==> config.mk <==
export PLATFORM = sky130hd
export DESIGN_NAME = apt_row_pipe
export DESIGN_NICKNAME = d
export VERILOG_FILES = /design/src/hw/rtl/apt_pkg.sv /design/src/hw/rtl/apt_row_pipe.sv
export SDC_FILE = /design/constraint.sdc
export NUM_CORES = 2
export LEC_CHECK = 0
export BUFFER_PORTS_ARGS = -buffer_cell sky130_fd_sc_hd__buf_4
export CORE_ASPECT_RATIO = 2
export CORE_UTILIZATION = 30
export DETAILED_ROUTE_END_ITERATION = 10
export MAX_ROUTING_LAYER = met4
export PLACE_DENSITY_LB_ADDON = 0.05
export SYNTH_ARGS = -nofsm -noshare
export SYNTH_HDL_FRONTEND = slang
export SYNTH_SLANG_ARGS = --single-unit
==> constraint.sdc <==
create_clock -name clk_i -period 7 [get_ports clk_i]
set_input_delay 0.7 -clock clk_i [delete_from_list [all_inputs] [get_ports clk_i]]
set_output_delay 0.7 -clock clk_i [all_outputs]
set_load 0.005 [all_outputs]
==> src/hw/rtl/apt_pkg.sv <==
// ----------------------------------------------------------------------------
// apt_pkg: shared types and constants of the affine point transform
// Fixed-point formats, configuration layout and register indexes.
// ----------------------------------------------------------------------------
package apt_pkg;

  localparam int COORD_W    = 24;  // signed Q16.8 coordinates and shifts
  localparam int COEFF_W    = 16;  // signed Q2.14 coefficients
  localparam int FRAC_EXTRA = COEFF_W - 2;
  localparam int PROD_W     = COEFF_W + COORD_W;
  localparam int RND_W      = PROD_W - FRAC_EXTRA + 1;
  localparam int SUM_W      = RND_W + 2;
  localparam int ROW_W      = 3 * COEFF_W;
  localparam int CFG_DATA_W = (ROW_W > COORD_W) ? ROW_W : COORD_W;
  localparam int CFG_IDX_W  = 3;
  localparam int PIPE_DEPTH = 5;   // input, product, round, sum, saturate
  localparam int ROUND_HALF = 1 << (FRAC_EXTRA - 1);

  typedef logic signed [COORD_W-1:0] coord_t;
  typedef logic signed [COEFF_W-1:0] coeff_t;
  typedef logic signed [PROD_W-1:0]  prod_t;
  typedef logic signed [RND_W-1:0]   rnd_t;
  typedef logic signed [SUM_W-1:0]   sum_t;

  localparam coord_t COORD_MAX = coord_t'((64'sd1 <<< (COORD_W - 1)) - 64'sd1);
  localparam coord_t COORD_MIN = coord_t'(-(64'sd1 <<< (COORD_W - 1)));

  localparam logic [ROW_W-1:0] ROW0_RESET = ROW_W'(1) << FRAC_EXTRA;
  localparam logic [ROW_W-1:0] ROW1_RESET = ROW_W'(1) << (COEFF_W + FRAC_EXTRA);
  localparam logic [ROW_W-1:0] ROW2_RESET = ROW_W'(1) << (2 * COEFF_W + FRAC_EXTRA);

  typedef enum logic [CFG_IDX_W-1:0] {
    CFG_ROW0,
    CFG_ROW1,
    CFG_ROW2,
    CFG_SHIFT_X,
    CFG_SHIFT_Y,
    CFG_SHIFT_Z,
    CFG_DISPLACE
  } cfg_idx_e;

  // coeff[0] sits in the low bits, as in the register layout
  typedef struct packed {
    coeff_t [2:0] coeff;
    coord_t       shift;
  } row_cfg_t;

  typedef struct packed {
    row_cfg_t [2:0] row;
    logic           displace;
  } cfg_t;

endpackage

==> src/hw/rtl/apt_row_pipe.sv <==
// ----------------------------------------------------------------------------
// apt_row_pipe: one output coordinate
// Multiply, round, sum with translation and saturate, one register each.
// ----------------------------------------------------------------------------
module apt_row_pipe (
  input  logic                  clk_i,
  input  apt_pkg::row_cfg_t     row_cfg_i,
  input  logic                  displace_i,
  input  apt_pkg::coord_t [2:0] point_i,
  output apt_pkg::coord_t       q_o,
  output logic                  sat_o
);

  apt_pkg::prod_t [2:0]        prod_q;
  apt_pkg::rnd_t  [2:0]        rnd_d, rnd_q;
  logic signed [apt_pkg::PROD_W:0] biased [3];
  apt_pkg::coord_t             shift_term;
  apt_pkg::sum_t               sum_d, sum_q;
  apt_pkg::coord_t             q_d, q_q;
  logic                        sat_d, sat_q;

  // products: one multiplier per term
  always_ff @(posedge clk_i) begin
    for (int k = 0; k < 3; k++) begin
      prod_q[k] <= apt_pkg::prod_t'(row_cfg_i.coeff[k]) * apt_pkg::prod_t'(point_i[k]);
    end
  end

  // round to nearest, ties toward +inf: add half an LSB, then floor
  always_comb begin
    for (int k = 0; k < 3; k++) begin
      biased[k] = {prod_q[k][apt_pkg::PROD_W-1], prod_q[k]}
                + (apt_pkg::PROD_W + 1)'(apt_pkg::ROUND_HALF);
      rnd_d[k]  = apt_pkg::rnd_t'(biased[k] >>> apt_pkg::FRAC_EXTRA);
    end
  end

  always_ff @(posedge clk_i) begin
    rnd_q <= rnd_d;
  end

  always_comb begin
    shift_term = displace_i ? row_cfg_i.shift : apt_pkg::coord_t'(0);
    sum_d = apt_pkg::sum_t'(rnd_q[0]) + apt_pkg::sum_t'(rnd_q[1])
          + apt_pkg::sum_t'(rnd_q[2]) + apt_pkg::sum_t'(shift_term);
  end

  always_ff @(posedge clk_i) begin
    sum_q <= sum_d;
  end

  always_comb begin
    if (sum_q > apt_pkg::sum_t'(apt_pkg::COORD_MAX)) begin
      q_d   = apt_pkg::COORD_MAX;
      sat_d = 1'b1;
    end else if (sum_q < apt_pkg::sum_t'(apt_pkg::COORD_MIN)) begin
      q_d   = apt_pkg::COORD_MIN;
      sat_d = 1'b1;
    end else begin
      q_d   = apt_pkg::coord_t'(sum_q);
      sat_d = 1'b0;
    end
  end

  always_ff @(posedge clk_i) begin
    q_q   <= q_d;
    sat_q <= sat_d;
  end

  assign q_o   = q_q;
  assign sat_o = sat_q;

endmodule

# Word-level counts from Yosys, hierarchy flattened
# Cells that the tools add are included.
classes:
  n_addsub: 6
  mul: 3
  order_cmp: 2
  mux: 3
op_table:
  columns: ["cell", "n"]
  rows:
  - ["$add 40x15->41 const B", 3]
  - ["$mul 16x24->40", 3]
  - ["$mux 24", 2]
  - ["$add 28x27->29", 1]
  - ["$add 29x24->29", 1]
  - ["$gt 29x24->1 const B", 1]
  - ["$lt 29x24->1 const B", 1]
  - ["$add 27x27->28", 1]
  - ["$mux 1", 1]
word_totals:
  regBits: 255
  in_bits: 146

# Longest topological paths before layout
depth:
  word_depth: 3
  ltp_mapped: 25
  ltp_nobuf: 24

# Worst setup path before layout
# No wires, ideal clock.
synth_timing:
  path_kind: "input to register"
  start: "input point_i[13] (netlist bit)"
  end: "register prod_q[31] (netlist bit)"
  path_buffers: 1
  arrival_time_ps: 6275
  setup_time_ps: 72
  path_stages: 23
  slack_ps: 653
  cell_sequence: "clkbuf_1 nand2_1 fa_1 inv_1 fa_1 inv_1 fa_1 inv_1 fa_1 fa_1 inv_1 fa_1 inv_1 ha_1 a21o_1 a21o_1 a21o_1 a22oi_1 o211ai_2 a31oi_4 o21bai_4 a221oi_2 xnor2_1"
synth_via:
  elab_chain_len: 1
synth_lines:
  columns: ["element", "line", "source"]
  rows:
  - ["from (decl)", "apt_row_pipe.sv:9", "input apt_pkg::coord_t [2:0] point_i,"]
  - ["$mul 16x24->40", "apt_row_pipe.sv:25", "prod_q[k] <= apt_pkg::prod_t'(row_cfg_i.coeff[k]) * apt_pkg::prod_t'(point_i[k]);"]
  - ["to (signal, indexed assignment)", "apt_row_pipe.sv:25", null]
  - ["to (decl)", "apt_row_pipe.sv:14", "apt_pkg::prod_t [2:0] prod_q;"]
# No other way between the ends.
# A chain may end at the register's enable or synchronous reset.

# Final worst setup path
layout_timing:
  start: "input row_cfg_i[42] (netlist bit)"
  end: "register prod_q[78] (netlist bit)"
layout_via:
  elab_chain_len: 1
layout_lines:
  columns: ["element", "line", "source"]
  rows:
  - ["from (decl)", "apt_row_pipe.sv:7", "input apt_pkg::row_cfg_t row_cfg_i,"]
  - ["$mul 16x24->40", "apt_row_pipe.sv:25", null]
# No other way between the ends.

==> flow_summary.ini <==
[outcome]
status = complete, no violations

[yosys]
synth.cell_area_um2 = 48340
synthCells = 5166
synth-edff-count = 0
synth_top_area_cell = fa_1
synthDominantCellAreaShare_pct = 48.62
ys_dominant_reg_cell = dfxtp_1
synth.area.top_cells = fa_1 49%, inv_1 10%, dfxtp_1 8.9%
yosysSeqAreaShare_pct = 8.945
synth.avg_cell_area_um2 = 9.358
synth_cell_types = 71
async_flop_share_pct = 0
ys_warn_count = 0
ys_ff_latch = 216
syn_nets = 6802

[worst_hold_path]
hp-start = sum_q[21]
hold_class = reg -> reg
whs_path_depth = 1
min_to = q_o[21]

[finish]
fill_cells = 17120
drive_above_1_share_pct = 6.075
syn_to_final_growth_pct = 9.602
seq_area_um2 = 4324
num-nets-final = 6906
multi_input_area_um2 = 38470

[global_routing]
grt_pass1_wl_um = 243200
grt_pass1_vias = 39200
grt_max_degree = 25
groute.usage.overall_pct = 20.96
grt_antenna_before_repair = 8
overflow = 0

[floorplanning]
die_w_um = 285.9
pin_count = 171
rows = 208
start_util_pct = 30.16
core-area_um2 = 160300
die_y_um = 569.7
dieArea_um2 = 162800

[clock_tree]
numCtsBuffers = 21
cts.clk_slew.worst_paths_ns = 0.07
htree_levels = 1
root_buffer = clkbuf_16
cts_resized = 0
clock_path_buffers = 3
postCtsSetupRepairBufs = 0
tritoncts = done
clock_sinks = 216
hold_buffers = 0
clkLatencyLatePin_ns = 0.54

[setup_path]
arrival_ns = 6.69
rr_startpoint = rnd_q[28]
crit_type = in -> reg
reg2reg_depth = 14
critPathLaunchType = input pin
cp.required_ns = 7.45
path_max_fanout = 16
cp-end-kind = flip-flop
rrSetupSlack_ns = 2.54
rr_endpoint = sum_q[27]

[detailed_routing]
drt_first_iter_violations = 1084
ant_nets = 0
drt-total-wl_um = 160700
avgRoutedWirePerCell_um = 21.73
viasPerCell = 4.516
detail_route.drc_violations = 0
vias = 33390
drtPass1Iterations = 4

[timing]
rsz0062_at_grt = false
tightest_slew_ns = 1.098
clock_skew_ns = 0.01320
final_max_slew_viol_count = 0
setup_viol = 0
post-route-min-period_ns = 6.240
period_share_pct = 89.14
max_freq_ghz = 0.1603
final.setup.tns_ns = 0
hold_viol_final = 0
maxSlewHeadroom_pct = 26.78

[placement]
gp_congestion = 0.8672
portBuffers = 170
place_hpwl_um = 141700

[flow_run]
maxCapViolCount = 0
-- stage by stage --
step                hold WS [ns]  cells  worst slack [ns]  cell area (um^2)  utilization [%]
floorplan                 0.4035   5166            0.6529             48340                -
global placement          0.4169   7347            0.1552             52280            32.61
detailed placement        0.4150   7347            0.1099             52280            32.61
CTS                       0.4314   7384            0.6939             52960            33.04
global route              0.4379   7392            0.4654             52980            33.05
finish                    0.4264   7393            0.7599             52980            33.05
-- state kept, by name, indices dropped and copies added (netlist names) --
name / count
sat_o: 1
sum_q: 29
prod_q: 81
rnd_q: 81
q_o: 24
-- synth_stat cells (5+ instances only) --
master and count:
inv_1 1300, fa_1 1174, nand2_1 700, and2_1 475, ha_1 316, dfxtp_1 216
clkbuf_1 174, xnor2_1 151, nor2_1 120, a21oi_1 81, a21o_1 76, nand3_1 56
xor2_1 51, o21ai_0 36, and3_1 29, nand2b_1 29, nand4_1 24, o21a_1 19
nor3_1 15, a31oi_1 11, nor2b_1 10, and4_1 9, o21bai_1 8, a211oi_1 7
a221oi_1 5
-- cells in the final DEF, fill, tap and decap left out, drive strengths merged, types with 15 or more instances in the layout --
cell    Yosys  layout
inv      1300    1303
fa       1174    1174
nand2     700     700
and2      475     475
ha        316     316
buf         4     259
dfxtp     216     216
xnor2     151     151
nor2      120     120
a21oi      83      83
a21o       77      77
nand3      56      56
xor2       51      51
o21ai      42      42
and3       29      29
nand2b     29      29
clkbuf    174      26
nand4      24      24
o21a       19      19
nor3       15      15
-- worst max path at each step --
| stage | start | endpoint | slack, ns | depth (start not counted) |
|---|---|---|---|---|
| 2_1_floorplan | point_i[13] | prod_q[31] | 0.65 | 23 |
| 3_3_place_gp | row_cfg_i[29] | prod_q[39] | 0.16 | 23 |
| 3_5_place_dp | row_cfg_i[25] | prod_q[39] | 0.11 | 20 |
| 4_1_cts | row_cfg_i[25] | prod_q[39] | 0.69 | 20 |
| 5_1_grt | row_cfg_i[57] | prod_q[117] | 0.47 | 23 |
| 6_report | row_cfg_i[42] | prod_q[78] | 0.76 | 24 |
-- critical path: stages --
cell,delay (ns)
buf_4,0.19
buf_4,0.19
nand2_1,0.10
inv_1,0.07
fa_1,0.62
inv_1,0.15
fa_1,0.52
inv_1,0.06
fa_1,0.48
fa_1,0.52
fa_1,0.49
inv_1,0.05
fa_1,0.47
inv_1,0.04
ha_1,0.32
and4_1,0.21
a41oi_1,0.20
o21ai_0,0.12
a21oi_1,0.25
o22a_1,0.19
nand3_1,0.19
a21o_1,0.23
a21oi_1,0.16
xnor2_1,0.14
-- cell type report --
class / count / share of cell area [%]
Timing Repair Buffer: 259 / 3.717
Antenna cell: 9 / 0.04251
Multi-Input combinational cell: 3471 / 72.61
Clock buffer: 26 / 1.103
Clock inverter: 11 / 0.1889
Tap cell: 2100 / 4.959
Inverter: 1301 / 9.217
Sequential cell: 216 / 8.161
-- cell families after synthesis --
family | after synthesis | synth area share, %
adders and majority gates | 1490 | 56.80
and+or+nand+nor | 1482 | 14.84
buffers and inverters | 1479 | 11.49
AOI/OAI and AO/OA | 297 | 4.271
DFF | 216 | 8.945
xor gates and xnor gates | 202 | 3.660
-- metal layers --
metal | vias up | GRT usage (%) | wire length (um)
met1 | 17560 | 17.20 | 46650
met2 | 433 | 45.22 | 102000
li1 | 15170 | - | -
met3 | 220 | 0.9193 | 2330
met4 | 0 | 10.32 | 9694
met5 | - | - | 0
Power is not shown: default switching activity piles up to over one toggle a cycle in this logic, so the estimate is an artifact.
