[src/hw/rtl/apt_pkg.sv]
// ----------------------------------------------------------------------------
// apt_pkg: shared types and constants of the affine point transform
// Fixed-point formats, configuration layout and register indexes.
// ----------------------------------------------------------------------------
package apt_pkg;

  localparam int COORD_W    = 24;  // signed Q16.8 coordinates and shifts
  localparam int COEFF_W    = 16;  // signed Q2.14 coefficients
  localparam int FRAC_EXTRA = COEFF_W - 2;
  localparam int PROD_W     = COEFF_W + COORD_W;
  localparam int RND_W      = PROD_W - FRAC_EXTRA + 1;
  localparam int SUM_W      = RND_W + 2;
  localparam int ROW_W      = 3 * COEFF_W;
  localparam int CFG_DATA_W = (ROW_W > COORD_W) ? ROW_W : COORD_W;
  localparam int CFG_IDX_W  = 3;
  localparam int PIPE_DEPTH = 5;   // input, product, round, sum, saturate
  localparam int ROUND_HALF = 1 << (FRAC_EXTRA - 1);

  typedef logic signed [COORD_W-1:0] coord_t;
  typedef logic signed [COEFF_W-1:0] coeff_t;
  typedef logic signed [PROD_W-1:0]  prod_t;
  typedef logic signed [RND_W-1:0]   rnd_t;
  typedef logic signed [SUM_W-1:0]   sum_t;

  localparam coord_t COORD_MAX = coord_t'((64'sd1 <<< (COORD_W - 1)) - 64'sd1);
  localparam coord_t COORD_MIN = coord_t'(-(64'sd1 <<< (COORD_W - 1)));

  localparam logic [ROW_W-1:0] ROW0_RESET = ROW_W'(1) << FRAC_EXTRA;
  localparam logic [ROW_W-1:0] ROW1_RESET = ROW_W'(1) << (COEFF_W + FRAC_EXTRA);
  localparam logic [ROW_W-1:0] ROW2_RESET = ROW_W'(1) << (2 * COEFF_W + FRAC_EXTRA);

  typedef enum logic [CFG_IDX_W-1:0] {
    CFG_ROW0,
    CFG_ROW1,
    CFG_ROW2,
    CFG_SHIFT_X,
    CFG_SHIFT_Y,
    CFG_SHIFT_Z,
    CFG_DISPLACE
  } cfg_idx_e;

  // coeff[0] sits in the low bits, as in the register layout
  typedef struct packed {
    coeff_t [2:0] coeff;
    coord_t       shift;
  } row_cfg_t;

  typedef struct packed {
    row_cfg_t [2:0] row;
    logic           displace;
  } cfg_t;

endpackage

[src/hw/rtl/apt_cfg_regs.sv]
// ----------------------------------------------------------------------------
// apt_cfg_regs: configuration registers
// Holds the 3x4 matrix and the displacement enable; write only.
// ----------------------------------------------------------------------------
module apt_cfg_regs (
  input  logic                                clk_i,
  input  logic                                rst_ni,
  input  logic                                cfg_we_i,
  input  logic [apt_pkg::CFG_IDX_W-1:0]       cfg_idx_i,
  input  logic [apt_pkg::CFG_DATA_W-1:0]      cfg_wdata_i,
  output apt_pkg::cfg_t                       cfg_o
);

  apt_pkg::cfg_t cfg_q;

  always_ff @(posedge clk_i or negedge rst_ni) begin
    if (!rst_ni) begin
      cfg_q.row[0].coeff <= apt_pkg::ROW0_RESET;
      cfg_q.row[1].coeff <= apt_pkg::ROW1_RESET;
      cfg_q.row[2].coeff <= apt_pkg::ROW2_RESET;
      cfg_q.row[0].shift <= '0;
      cfg_q.row[1].shift <= '0;
      cfg_q.row[2].shift <= '0;
      cfg_q.displace     <= 1'b1;
    end else if (cfg_we_i) begin
      case (cfg_idx_i)
        apt_pkg::CFG_ROW0:     cfg_q.row[0].coeff <= cfg_wdata_i[apt_pkg::ROW_W-1:0];
        apt_pkg::CFG_ROW1:     cfg_q.row[1].coeff <= cfg_wdata_i[apt_pkg::ROW_W-1:0];
        apt_pkg::CFG_ROW2:     cfg_q.row[2].coeff <= cfg_wdata_i[apt_pkg::ROW_W-1:0];
        apt_pkg::CFG_SHIFT_X:  cfg_q.row[0].shift <= cfg_wdata_i[apt_pkg::COORD_W-1:0];
        apt_pkg::CFG_SHIFT_Y:  cfg_q.row[1].shift <= cfg_wdata_i[apt_pkg::COORD_W-1:0];
        apt_pkg::CFG_SHIFT_Z:  cfg_q.row[2].shift <= cfg_wdata_i[apt_pkg::COORD_W-1:0];
        apt_pkg::CFG_DISPLACE: cfg_q.displace     <= cfg_wdata_i[0];
        default: ;  // drop writes past the register list
      endcase
    end
  end

  assign cfg_o = cfg_q;

endmodule

[config.mk]
export PLATFORM = sky130hd
export DESIGN_NAME = apt_cfg_regs
export DESIGN_NICKNAME = d
export VERILOG_FILES = /design/src/hw/rtl/apt_pkg.sv /design/src/hw/rtl/apt_cfg_regs.sv
export SDC_FILE = /design/constraint.sdc
export NUM_CORES = 1
export LEC_CHECK = 0
export BUFFER_PORTS_ARGS = -buffer_cell sky130_fd_sc_hd__buf_2
export CORE_ASPECT_RATIO = 0.75
export CORE_MARGIN = 1
export CORE_UTILIZATION = 41
export DETAILED_ROUTE_END_ITERATION = 10
export MAX_ROUTING_LAYER = met4
export PLACE_DENSITY = 0.67
export SLEW_MARGIN = 20
export SYNTH_ARGS = -nofsm -noshare
export SYNTH_HDL_FRONTEND = slang
export SYNTH_SLANG_ARGS = --single-unit
[constraint.sdc]
create_clock -name clk_i -period 1.1 [get_ports clk_i]
set_clock_uncertainty 0.1 [all_clocks]
set_input_delay 0.055 -clock clk_i [delete_from_list [all_inputs] [get_ports clk_i]]
set_output_delay 0.055 -clock clk_i [all_outputs]
set_load 0.01 [all_outputs]
* After elaboration in Yosys (flattened, before gate mapping) *
Cells that the tools add are included.

word-level totals
  bits in registers = 217
  memory bits (read-only) = 0
  RAM bits = 0
  latch bits = 0
  memories kept = 0

operators by class
  divide/modulo/power cells = 0
  $mul = 0
  add/sub/neg operators = 0
  mux-type cells = 0
  order comparisons = 0
  bitwise gates (word level) = 0
  shift-type cells = 0
  eq/ne operators = 6
  reduce and logical (&&, ||, !) cells = 8

operators by type and width
  kind                                                             number
  2-bit AND reduction                                              7
  3-bit == test, second input constant                             3
  3-bit by 2-bit == test with 1-bit output, second input constant  2
  3-bit by 1-bit == test with 1-bit output, second input constant  1
  3-bit zero test                                                  1

* Depth between registers and ports, before layout *
Gate-level depths: netlist of run 1.

  word-level depth = 2
  mapped depth = 4

* Worst setup path after synthesis of run 1 *
OpenSTA, ideal clock, no wires.

  kind = in2reg
  from = in cfg_idx_i[1] in the netlist's numbering
  to = reg cfg_q (netlist bit cfg_o[47])
  setup time = 0.125 ns
  stages on the path = 4
  required time = 0.875 ns
  arrival = 1.007 ns
  slack = -0.132 ns
  path through = nor4b_4 > buf_4 > buf_6 > mux2_2

between the ends
  word-level cells in the longest chain between the ends = 2

ends and longest elaborated chain
  element                               line                RTL
  start, declared                       apt_cfg_regs.sv:9   input logic [apt_pkg::CFG_IDX_W-1:0] cfg_idx_i,
  3-bit zero test                       apt_cfg_regs.sv:26  case (cfg_idx_i)
  2-bit AND reduction (no source line)  -
  end, declared                         apt_cfg_regs.sv:14  apt_pkg::cfg_t cfg_q;

Every way passes these cells.
A chain may end at the register's enable or synchronous reset.

* Worst setup path in the final report of run 1 *
  from = reg cfg_q (netlist bit cfg_o[0])
  to = out cfg_o[0] in the netlist's numbering

RTL lines
  element        line                RTL
  end, declared  apt_cfg_regs.sv:11  output apt_pkg::cfg_t cfg_o

No word-level cell between the ends.

==> results.md, run 1 <==
- Initial antenna violation count: 0
- CTS clk-pin slew, worst paths: 0.06 ns
- First-pass GRT wire length: 34.9 mm
- Worst Path Required: 0.94 ns
- Die area: 20,900 um2
- Hold Crit Class: in2async
- Crit Path Max Fanout: 2
- Residual DRC: 0
- Leak: 6.29 nW
- CTS root buffer: clkbuf_16
- Drt total wl: 22.8 mm
- R2r setup slk: -0.04 ns
- R2r endpoint: cfg_o[126]
- RSZ-0062 raised after global routing: yes
- Yosys warns: 0
- Bufs and invs on worst path: 1
- Starting Density: 0.425
- PnR worst setup slack: -0.193 ns
- Largest net degree at the start of global routing: 38
- Synth area leader: dfrtp_1
- CP peak stage delay: 0.53 ns
- P&R area growth vs syn: 53.7%
- Hold Slack: -0.0342 ns
- Mapped Area: 8350 um2
- Final instance area: 12,800 um2
- I/O pins: 271
- Post-DRT Antenna Nets: 0
- Die W: 167 um
- Synth Net Count: 517
- CP Depth: 1
- Peak Freq: 774 MHz
- Via count: 5,731
- Nets@finish: 977
- Storage cell area: 5440 um2
- Inserted Clock Buffers: 22
- Avg Cell Area, Syn: 18.0 um2
- Max Cap Viol: 0
- Worst R2R Path Depth: 3
- Max clock buf depth: 3
- GPL Wtd Cong: 0.820
- CTS Sinks: 217
- Vias in the first global route: 6,093
- Status: finished, violations left
- CP max stage cell: dfstp_2
- Gr ovfl total: 0
- Initial DRC Count: 188
- Failing checks: negative hold slack, negative setup slack
- HPWL after detailed placement: 14.8 mm
- Row cnt: 44
- TritonCTS clock tree: done
- Register area share after synthesis: 0.651
- DR vias/cell: 4.81
- Critical path type: reg2out
- I/O Buffers: 270
- Yosys top cell area share: 0.638
- Core Region: 19,700 um2
- Total Neg Setup Slack: -15.64 ns
- Number of H-tree levels: 1
- Post-synth cell types: 12
- DRT Pass-1 Iters: 4
- Synth area leaders: dfrtp_1, mux2_2, mux2_4
- Gr usage total: 0.219
- Hold_buf cts: 52
- Sequence of cells on the critical path: buf_6
- Layout cells sized above 1: 0.700
- Height of the chip: 126 um
- Worst r2r src: cfg_o[126]
- CP top delay family: flip-flops
- Final min period: 1.29 ns
- Setup violations, final: 228
- DR WL/cell: 19.1 um
- Mapped Cells: 463
- CP endpoint kind: primary output
- Worst-margin pin slew: 0.411 ns
- Pwr Density: 2030 nW/um2
- Critical Path Start Type: flip-flop
- Final antenna diode count: 0
- Final hold viol count: 20
- Fill cells: 1,378
- Multi-input gate area: 2840 um2
- Slew Viols, Final: 0
- Period utilization: 1.18
- Number of synthesized register bits: 217
- Clock Latency Late Sink: 0.49 ns
- Worst rel slew slack: 0.726
- Maximum VDD drop: 0.000984 V
- Max reg flops: 217
- Critical path arrival: 1.14 ns
- Placed Area: 10,400 um2
## synth_stat cells
master / instances
nand4b_2: 2
dfstp_2: 4
mux2_2: 154
mux2_1: 13
nand4b_1: 1
dfrtp_1: 213
and4bb_1: 3
nor4b_4: 1
buf_6: 11
buf_4: 1
mux2_4: 50
buf_2: 10
## per-layer routing
metal | vias up | track usage | part of all wire
li1 | 2571 | - | -
met1 | 2937 | 0.289 | 0.45
met2 | 198 | 0.360 | 0.49
met3 | 25 | 0.0393 | 0.048
met4 | 0 | 0.0414 | 0.016
met5 | - | - | 0
## metrics by stage
step / utilization / instances / setup WS (ns) / total power [mW] / hold slack, ns
3_3_place_gp: 0.528 / 1000 / -0.304 / 16.3 / -0.0865
5_1_grt: 0.653 / 1192 / -0.231 / 27.2 / -0.0255
2_1_floorplan: - / 463 / -0.105 / 13.6 / -0.341
3_5_place_dp: 0.528 / 1000 / -0.360 / 16.5 / -0.0838
6_report: 0.653 / 1192 / -0.193 / 26.1 / -0.0342
4_1_cts: 0.631 / 1156 / -0.219 / 25.6 / -0.0471
## logic make-up (layout without fill, tap and decap cells)
group	count (synthesis)	count (layout)	share of synthesized area
muxes	217	217	0.315
DFF	217	217	0.651
buffers and inverters	22	498	0.0217
and+or+nand+nor	7	7	0.0120
## repair_timing
item                                    4_1_cts  5_1_grt
setup buffers                                64       36
gates resized for setup                      49       31
hold endpoints to repair                    434       20
endpoints found under the setup margin      217      217
## where the power goes
part           internal, mW  total, mW  switching (mW)
registers              9.78       10.9            1.12
logic                  4.66       7.61            2.94
clock network          4.65       7.60            2.95
## placed cells by master, fill, tap and decap left out
cell / n
buf_2: 207
buf_12: 14
buf_6: 71
and4bb_2: 1
clkbuf_8: 6
mux2_4: 76
nor4b_4: 1
clkinv_2: 2
dfstp_2: 4
bufinv_16: 2
nand4b_2: 2
dfrtp_1: 213
and4bb_4: 2
mux2_1: 8
buf_4: 113
clkbuf_1: 8
dlygate4sd3_1: 52
nand4b_1: 1
mux2_2: 133
clkbuf_16: 23
## final cells by class
class,count,area share
repair buffers,458,0.273
clock inverters,4,0.00546
well taps,253,0.0247
flip-flops and latches,217,0.424
clock buffers,36,0.0526
multi-input cells,224,0.221
## worst max path at each step
stage                       from        end
finish                  cfg_o[0]   cfg_o[0]
global route            cfg_o[0]   cfg_o[0]
CTS                     cfg_o[0]   cfg_o[0]
detailed placement  cfg_idx_i[0]  cfg_o[72]
global placement    cfg_idx_i[2]  cfg_o[35]
floorplan           cfg_idx_i[2]  cfg_o[25]
No activity file was read; power rests on OpenSTA's default activity.
==> run 2, diff against run 1 <==
- REMOVE_ABC_BUFFERS: default -> 1
==> run 2 against run 1 <==
Compared with the run above:
- the flow still finishes with violations (negative hold slack, negative setup slack)
- first-iteration DRC count rose by 25%
- routed wire length fell by 4.1%
- utilization fell by 1.2 points
- combinational power fell by 2.9%
- power fell by 2.5%
- fmax fell by 1.0%
- count of clock-buffer cells in the layout rose by 2
- cell count fell by 1.9%
- die area did not move
- global-route usage fell by 0.67 points
- cell area fell by 1.8%
- via count fell by 2.0%
- critical endpoint is now cfg_o[127]
==> results.md, run 2 (same netlist as run 1, synthesis figures left out) <==
- Status: finished, violations left
- Failing checks: negative hold slack, negative setup slack
- Combinational group share of total power: 0.291 (about the same)
- Final antenna diode count: 0 (unchanged)
- Via count: 5,614 (-2.0%)
- Max Cap Viol: 0 (unchanged)
- Row cnt: 44 (unchanged)
- Final hold viol count: 21 (+5.0%)
- DR vias/cell: 4.80 (-0.11%)
- CP max stage cell: dfstp_2
- Crit Path Max Fanout: 2 (unchanged)
- Die area: 20,900 um2 (unchanged)
- Height of the chip: 126 um (unchanged)
- P&R area growth vs syn: 50.9%
- Inserted Clock Buffers: 22 (unchanged)
- HPWL after detailed placement: 14.0 mm (-5.2%)
- Vias in the first global route: 6,156 (+1.0%)
- Initial DRC Count: 235 (+25%)
- R2r endpoint: cfg_o[97]
- Largest net degree at the start of global routing: 36 (-5.3%)
- Core Region: 19,700 um2 (unchanged)
- TritonCTS clock tree: done
- Die W: 167 um (unchanged)
- Slew Viols, Final: 0 (unchanged)
- Placed Area: 10,200 um2 (-1.4%)
- Clock Latency Late Sink: 0.49 ns (about the same)
- R2r setup slk: -0.02 ns (+0.02 ns)
- Post-DRT Antenna Nets: 0 (unchanged)
- Most common cell after layout, fill and taps aside: dfrtp_1
- CP peak stage delay: 0.55 ns (+0.02 ns)
- Multi-input gate area: 2750 um2 (-3.2%)
- CP endpoint kind: primary output
- Peak Freq: 766 MHz (-1.0%)
- Worst Path Required: 0.94 ns (about the same)
- Worst rel slew slack: 0.743 (+0.0167)
- First-pass GRT wire length: 34.0 mm (-2.4%)
- Reg power frac: 0.426 (+0.009)
- Hold Crit Class: in2async
- Hold Slack: -0.0286 ns (+0.00561 ns)
- Drt total wl: 21.8 mm (-4.1%)
- Switching pwr: 6.91 mW (-1.5%)
- Worst r2r src: cfg_o[97]
- Pint: 18.5 mW (-2.9%)
- CP top delay family: flip-flops
- Worst Setup SP: cfg_o[127]
- Fill cells: 1,394 (+1.2%)
- Most frequent cells in the layout: dfrtp_1, buf_2, mux2_2
- Starting Density: 0.425 (unchanged)
- Layout cells sized above 1: 0.686 (-0.0141)
- DRT Pass-1 Iters: 4 (unchanged)
- Maximum VDD drop: 0.00130 V (+32%)
- Worst R2R Path Depth: 3 (unchanged)
- PnR worst setup slack: -0.206 ns (-0.0134 ns)
- GPL Wtd Cong: 0.803 (-2.0%)
- Residual DRC: 0 (unchanged)
- I/O pins: 271 (unchanged)
- Dpl ws: -0.384 ns (-0.0245 ns)
- Nets@finish: 955 (-2.3%)
- Clock power share: 0.283 (-0.008)
- Period utilization: 1.19 (+0.0122)
- Max reg flops: 217 (unchanged)
- Initial antenna violation count: 0 (unchanged)
- Final min period: 1.31 ns (+0.0134 ns)
- Worst-margin pin slew: 0.386 ns (-0.0251 ns)
- CTS root buffer: clkbuf_16
- DR WL/cell: 18.7 um (-2.3%)
- Sequence of cells on the critical path: buf_6
- Gr ovfl total: 0 (unchanged)
- I/O Buffers: 270 (unchanged)
- Storage cell area: 5440 um2 (unchanged)
- RSZ-0062 raised after global routing: yes
- Critical Path Start Type: flip-flop
- Number of H-tree levels: 1 (unchanged)
- CTS Sinks: 217 (unchanged)
- Switch share: 0.271 (+0.00280)
- Pwr Density: 2020 nW/um2 (-0.70%)
- Gr usage total: 0.213 (-0.00672)
- Hold_buf cts: 52 (unchanged)
- Final instance area: 12,600 um2 (-1.8%)
- Leak: 6.10 nW (-3.0%)
- Bufs and invs on worst path: 1 (unchanged)
- CTS clk-pin slew, worst paths: 0.06 ns (about the same)
- Critical path type: reg2out
- Max clock buf depth: 3 (unchanged)
- Setup violations, final: 225 (-1.3%)
- Critical path arrival: 1.15 ns (about the same)
[run 2: worst max-delay path by stage]
stage / cells after the start / slack [ns] / endpoint
floorplan: 2 / -1.26 / cfg_o[26]
global placement: 4 / -0.34 / cfg_o[52]
detailed placement: 4 / -0.38 / cfg_o[59]
CTS: 1 / -0.21 / cfg_o[0]
global route: 1 / -0.24 / cfg_o[127]
finish: 1 / -0.21 / cfg_o[127]
[run 2: final cells by class]
| cell class | count | share of cell area |
|---|---|---|
| sequential | 217 | 0.432 |
| timing repair buffer | 436 | 0.270 |
| multi-input combinational | 224 | 0.218 |
| clock buffer | 38 | 0.0549 |
| tap | 253 | 0.0251 |
| clock inverter | 1 | 0.000397 |
[run 2: per-layer routing]
metal,part of all wire,global-route usage
met1,0.45,0.277
met2,0.47,0.332
met3,0.063,0.0576
met4,0.019,0.0490
met5,0,-
[run 2: stage by stage]
stage               setup TNS [ns]  utilization  cells  power (mW)  hold WS (ns)
CTS                         -20.10        0.619   1137        24.9       -0.0451
detailed placement          -59.29        0.520    991        16.3       -0.0862
global route                -24.99        0.641   1169        26.7       -0.0237
finish                      -14.94        0.641   1169        25.4       -0.0286
global placement            -54.86        0.520    991        16.1       -0.0946
floorplan                  -190.02            -    441        13.5        -0.341
[run 2: power by group through the flow]
stage	logic, mW	registers (mW)	clock network, mW
3_3_place_gp	5.37	10.7	0
4_1_cts	6.75	10.8	7.40
3_5_place_dp	5.47	10.8	0
2_1_floorplan	1.86	11.6	0
6_report	7.39	10.8	7.21
5_1_grt	7.89	11.0	7.74
[run 2: what timing repair did]
action | in CTS | in global routing
endpoints found under the setup margin | 217 | 217
gates resized for setup | 53 | 37
hold endpoints to repair | 434 | 21
setup buffers | 55 | 32
==> run 3, diff against run 2 <==
- CORE_UTILIZATION: 41 -> 30
- PLACE_DENSITY: 0.67 -> 0.52
==> run 3 against run 2 <==
Compared with the run above:
- the flow still finishes with violations (negative hold slack, negative setup slack)
- worst setup slack worse by 0.0061 ns
- global-route usage down 5.2 points
- sequential share of layout area down 0.66 points
- critical path depth unchanged
- non-clock buffer count down 2
- fmax down 0.47%
- sequential cell count unchanged
- critical path type unchanged
- critical endpoint is now cfg_o[215]
==> results.md, run 3 (same netlist as run 1, synthesis figures left out) <==
- Status: finished, violations left
- Failing checks: negative hold slack, negative setup slack
- Vias in the first global route: 6,057 (-1.6%)
- First-pass GRT wire length: 35.0 mm (+3.0%)
- Core Region: 27,100 um2 (+38%)
- Initial antenna violation count: 0 (unchanged)
- CP endpoint kind: primary output
- Leak: 6.15 nW (+0.76%)
- Bufs and invs on worst path: 1 (unchanged)
- Storage cell area: 5440 um2 (unchanged)
- Period utilization: 1.19 (+0.00556)
- Max Cap Viol: 0 (unchanged)
- Die area: 28,500 um2 (+36%)
- Slew Viols, Final: 0 (unchanged)
- CTS root buffer: clkbuf_16
- Multi-input gate area: 2750 um2 (+0.14%)
- P&R area growth vs syn: 53.2%
- Residual DRC: 0 (unchanged)
- GPL Wtd Cong: 0.772 (-3.9%)
- Number of H-tree levels: 1 (unchanged)
- CP top delay family: flip-flops
- Die W: 195 um (+17%)
- Final min period: 1.31 ns (+0.00612 ns)
- HPWL after detailed placement: 15.2 mm (+8.7%)
- Pwr Density: 2020 nW/um2 (about the same)
- Initial DRC Count: 134 (-43%)
- Starting Density: 0.308 (-0.117)
- Gr ovfl total: 0 (unchanged)
- I/O Buffers: 270 (unchanged)
- Worst r2r src: cfg_o[131]
- CP peak stage delay: 0.54 ns (about the same)
- Hold Crit Class: in2async
- Final antenna diode count: 0 (unchanged)
- Maximum VDD drop: 0.00105 V (-19%)
- PnR worst setup slack: -0.212 ns (-0.00612 ns)
- Final hold viol count: 20 (-4.8%)
- Placed Area: 10,400 um2 (+2.0%)
- Worst Setup SP: cfg_o[215]
- Height of the chip: 146 um (+17%)
- Post-DRT Antenna Nets: 0 (unchanged)
- Total power: 25.9 mW (+1.7%)
- Worst rel slew slack: 0.757 (+0.0142)
- Critical Path Start Type: flip-flop
- Most common cell after layout, fill and taps aside: dfrtp_1
- Critical path type: reg2out
- Sequence of cells on the critical path: buf_6
- Row cnt: 52 (+18%)
- Drt total wl: 22.2 mm (+1.9%)
- Most frequent cells in the layout: dfrtp_1, buf_2, mux2_2
- CP Depth: 1 (unchanged)
- Largest net degree at the start of global routing: 35 (-2.8%)
- Max clock buf depth: 3 (unchanged)
- Peak Freq: 762 MHz (-0.47%)
- TritonCTS clock tree: done
- Fill cells: 2,356 (+69%)
- Max reg flops: 217 (unchanged)
- Layout cells sized above 1: 0.693 (+0.00756)
- Inserted Clock Buffers: 24 (+9.1%)
- Crit Path Max Fanout: 2 (unchanged)
- Clock Latency Late Sink: 0.51 ns (+0.02 ns)
- RSZ-0062 raised after global routing: yes
- Critical path arrival: 1.16 ns (about the same)
- CTS Sinks: 217 (unchanged)
- Worst Path Required: 0.94 ns (about the same)
- Gr usage total: 0.161 (-0.0522)
- CP max stage cell: dfstp_2
- DRT Pass-1 Iters: 4 (unchanged)
- Hold Slack: -0.0750 ns (-0.0464 ns)
- I/O pins: 271 (unchanged)
- CTS clk-pin slew, worst paths: 0.06 ns (about the same)
- Via count: 5,548 (-1.2%)
- Worst-margin pin slew: 0.364 ns (-0.0214 ns)
- Setup violations, final: 218 (-3.1%)
- Hold_buf cts: 53 (+1.9%)
- Final instance area: 12,800 um2 (+1.5%)
- DR WL/cell: 17.5 um (-6.2%)
- Worst R2R Path Depth: 3 (unchanged)
- DR vias/cell: 4.37 (-9.0%)
- Nets@finish: 955 (unchanged)
-- run 3: report_power, final --
group	internal [mW]	total, mW	switching, mW
clock network	4.64	7.82	3.18
logic	4.38	7.19	2.81
registers	9.78	10.8	1.07
-- run 3: stage by stage --
stage	utilization	TNS, ns	setup slack, ns	instances
after floorplan	-	-190.02	-1.26	441
after global placement	0.384	-58.01	-0.332	1093
after detailed placement	0.384	-61.97	-0.402	1093
after CTS	0.459	-23.98	-0.229	1245
after global routing	0.471	-27.85	-0.249	1270
final	0.471	-17.92	-0.212	1270
-- run 3: final timing paths --
path	endpoint	slack, ns
setup / recovery	cfg_o[215]	-0.21
hold / removal	cfg_o[207]	-0.07
setup reg to reg	cfg_o[131]	-0.02
hold reg to reg	cfg_o[45]	0.39
max in group asynchronous	cfg_o[215]	0.40
min in group clk_i	cfg_o[101]	0.06
-- run 3: layout make-up --
cell class	instances	area share
sequential	217	0.425
clock buffer	31	0.0538
clock inverter	13	0.00763
multi-input combinational	224	0.215
tap	351	0.0343
timing repair buffer	434	0.264
-- run 3: timing repair --
action	4_1_cts	5_1_grt
gates resized for setup	56	26
endpoints found under the setup margin	217	217
setup buffers	55	25
hold endpoints to repair	434	20
-- run 3: routing by layer --
metal,vias up,GRT usage,part of all wire
met3,27,0.0439,0.062
met1,2824,0.201,0.44
met2,161,0.261,0.48
met4,0,0.0321,0.018
li1,2536,-,-
met5,-,-,0
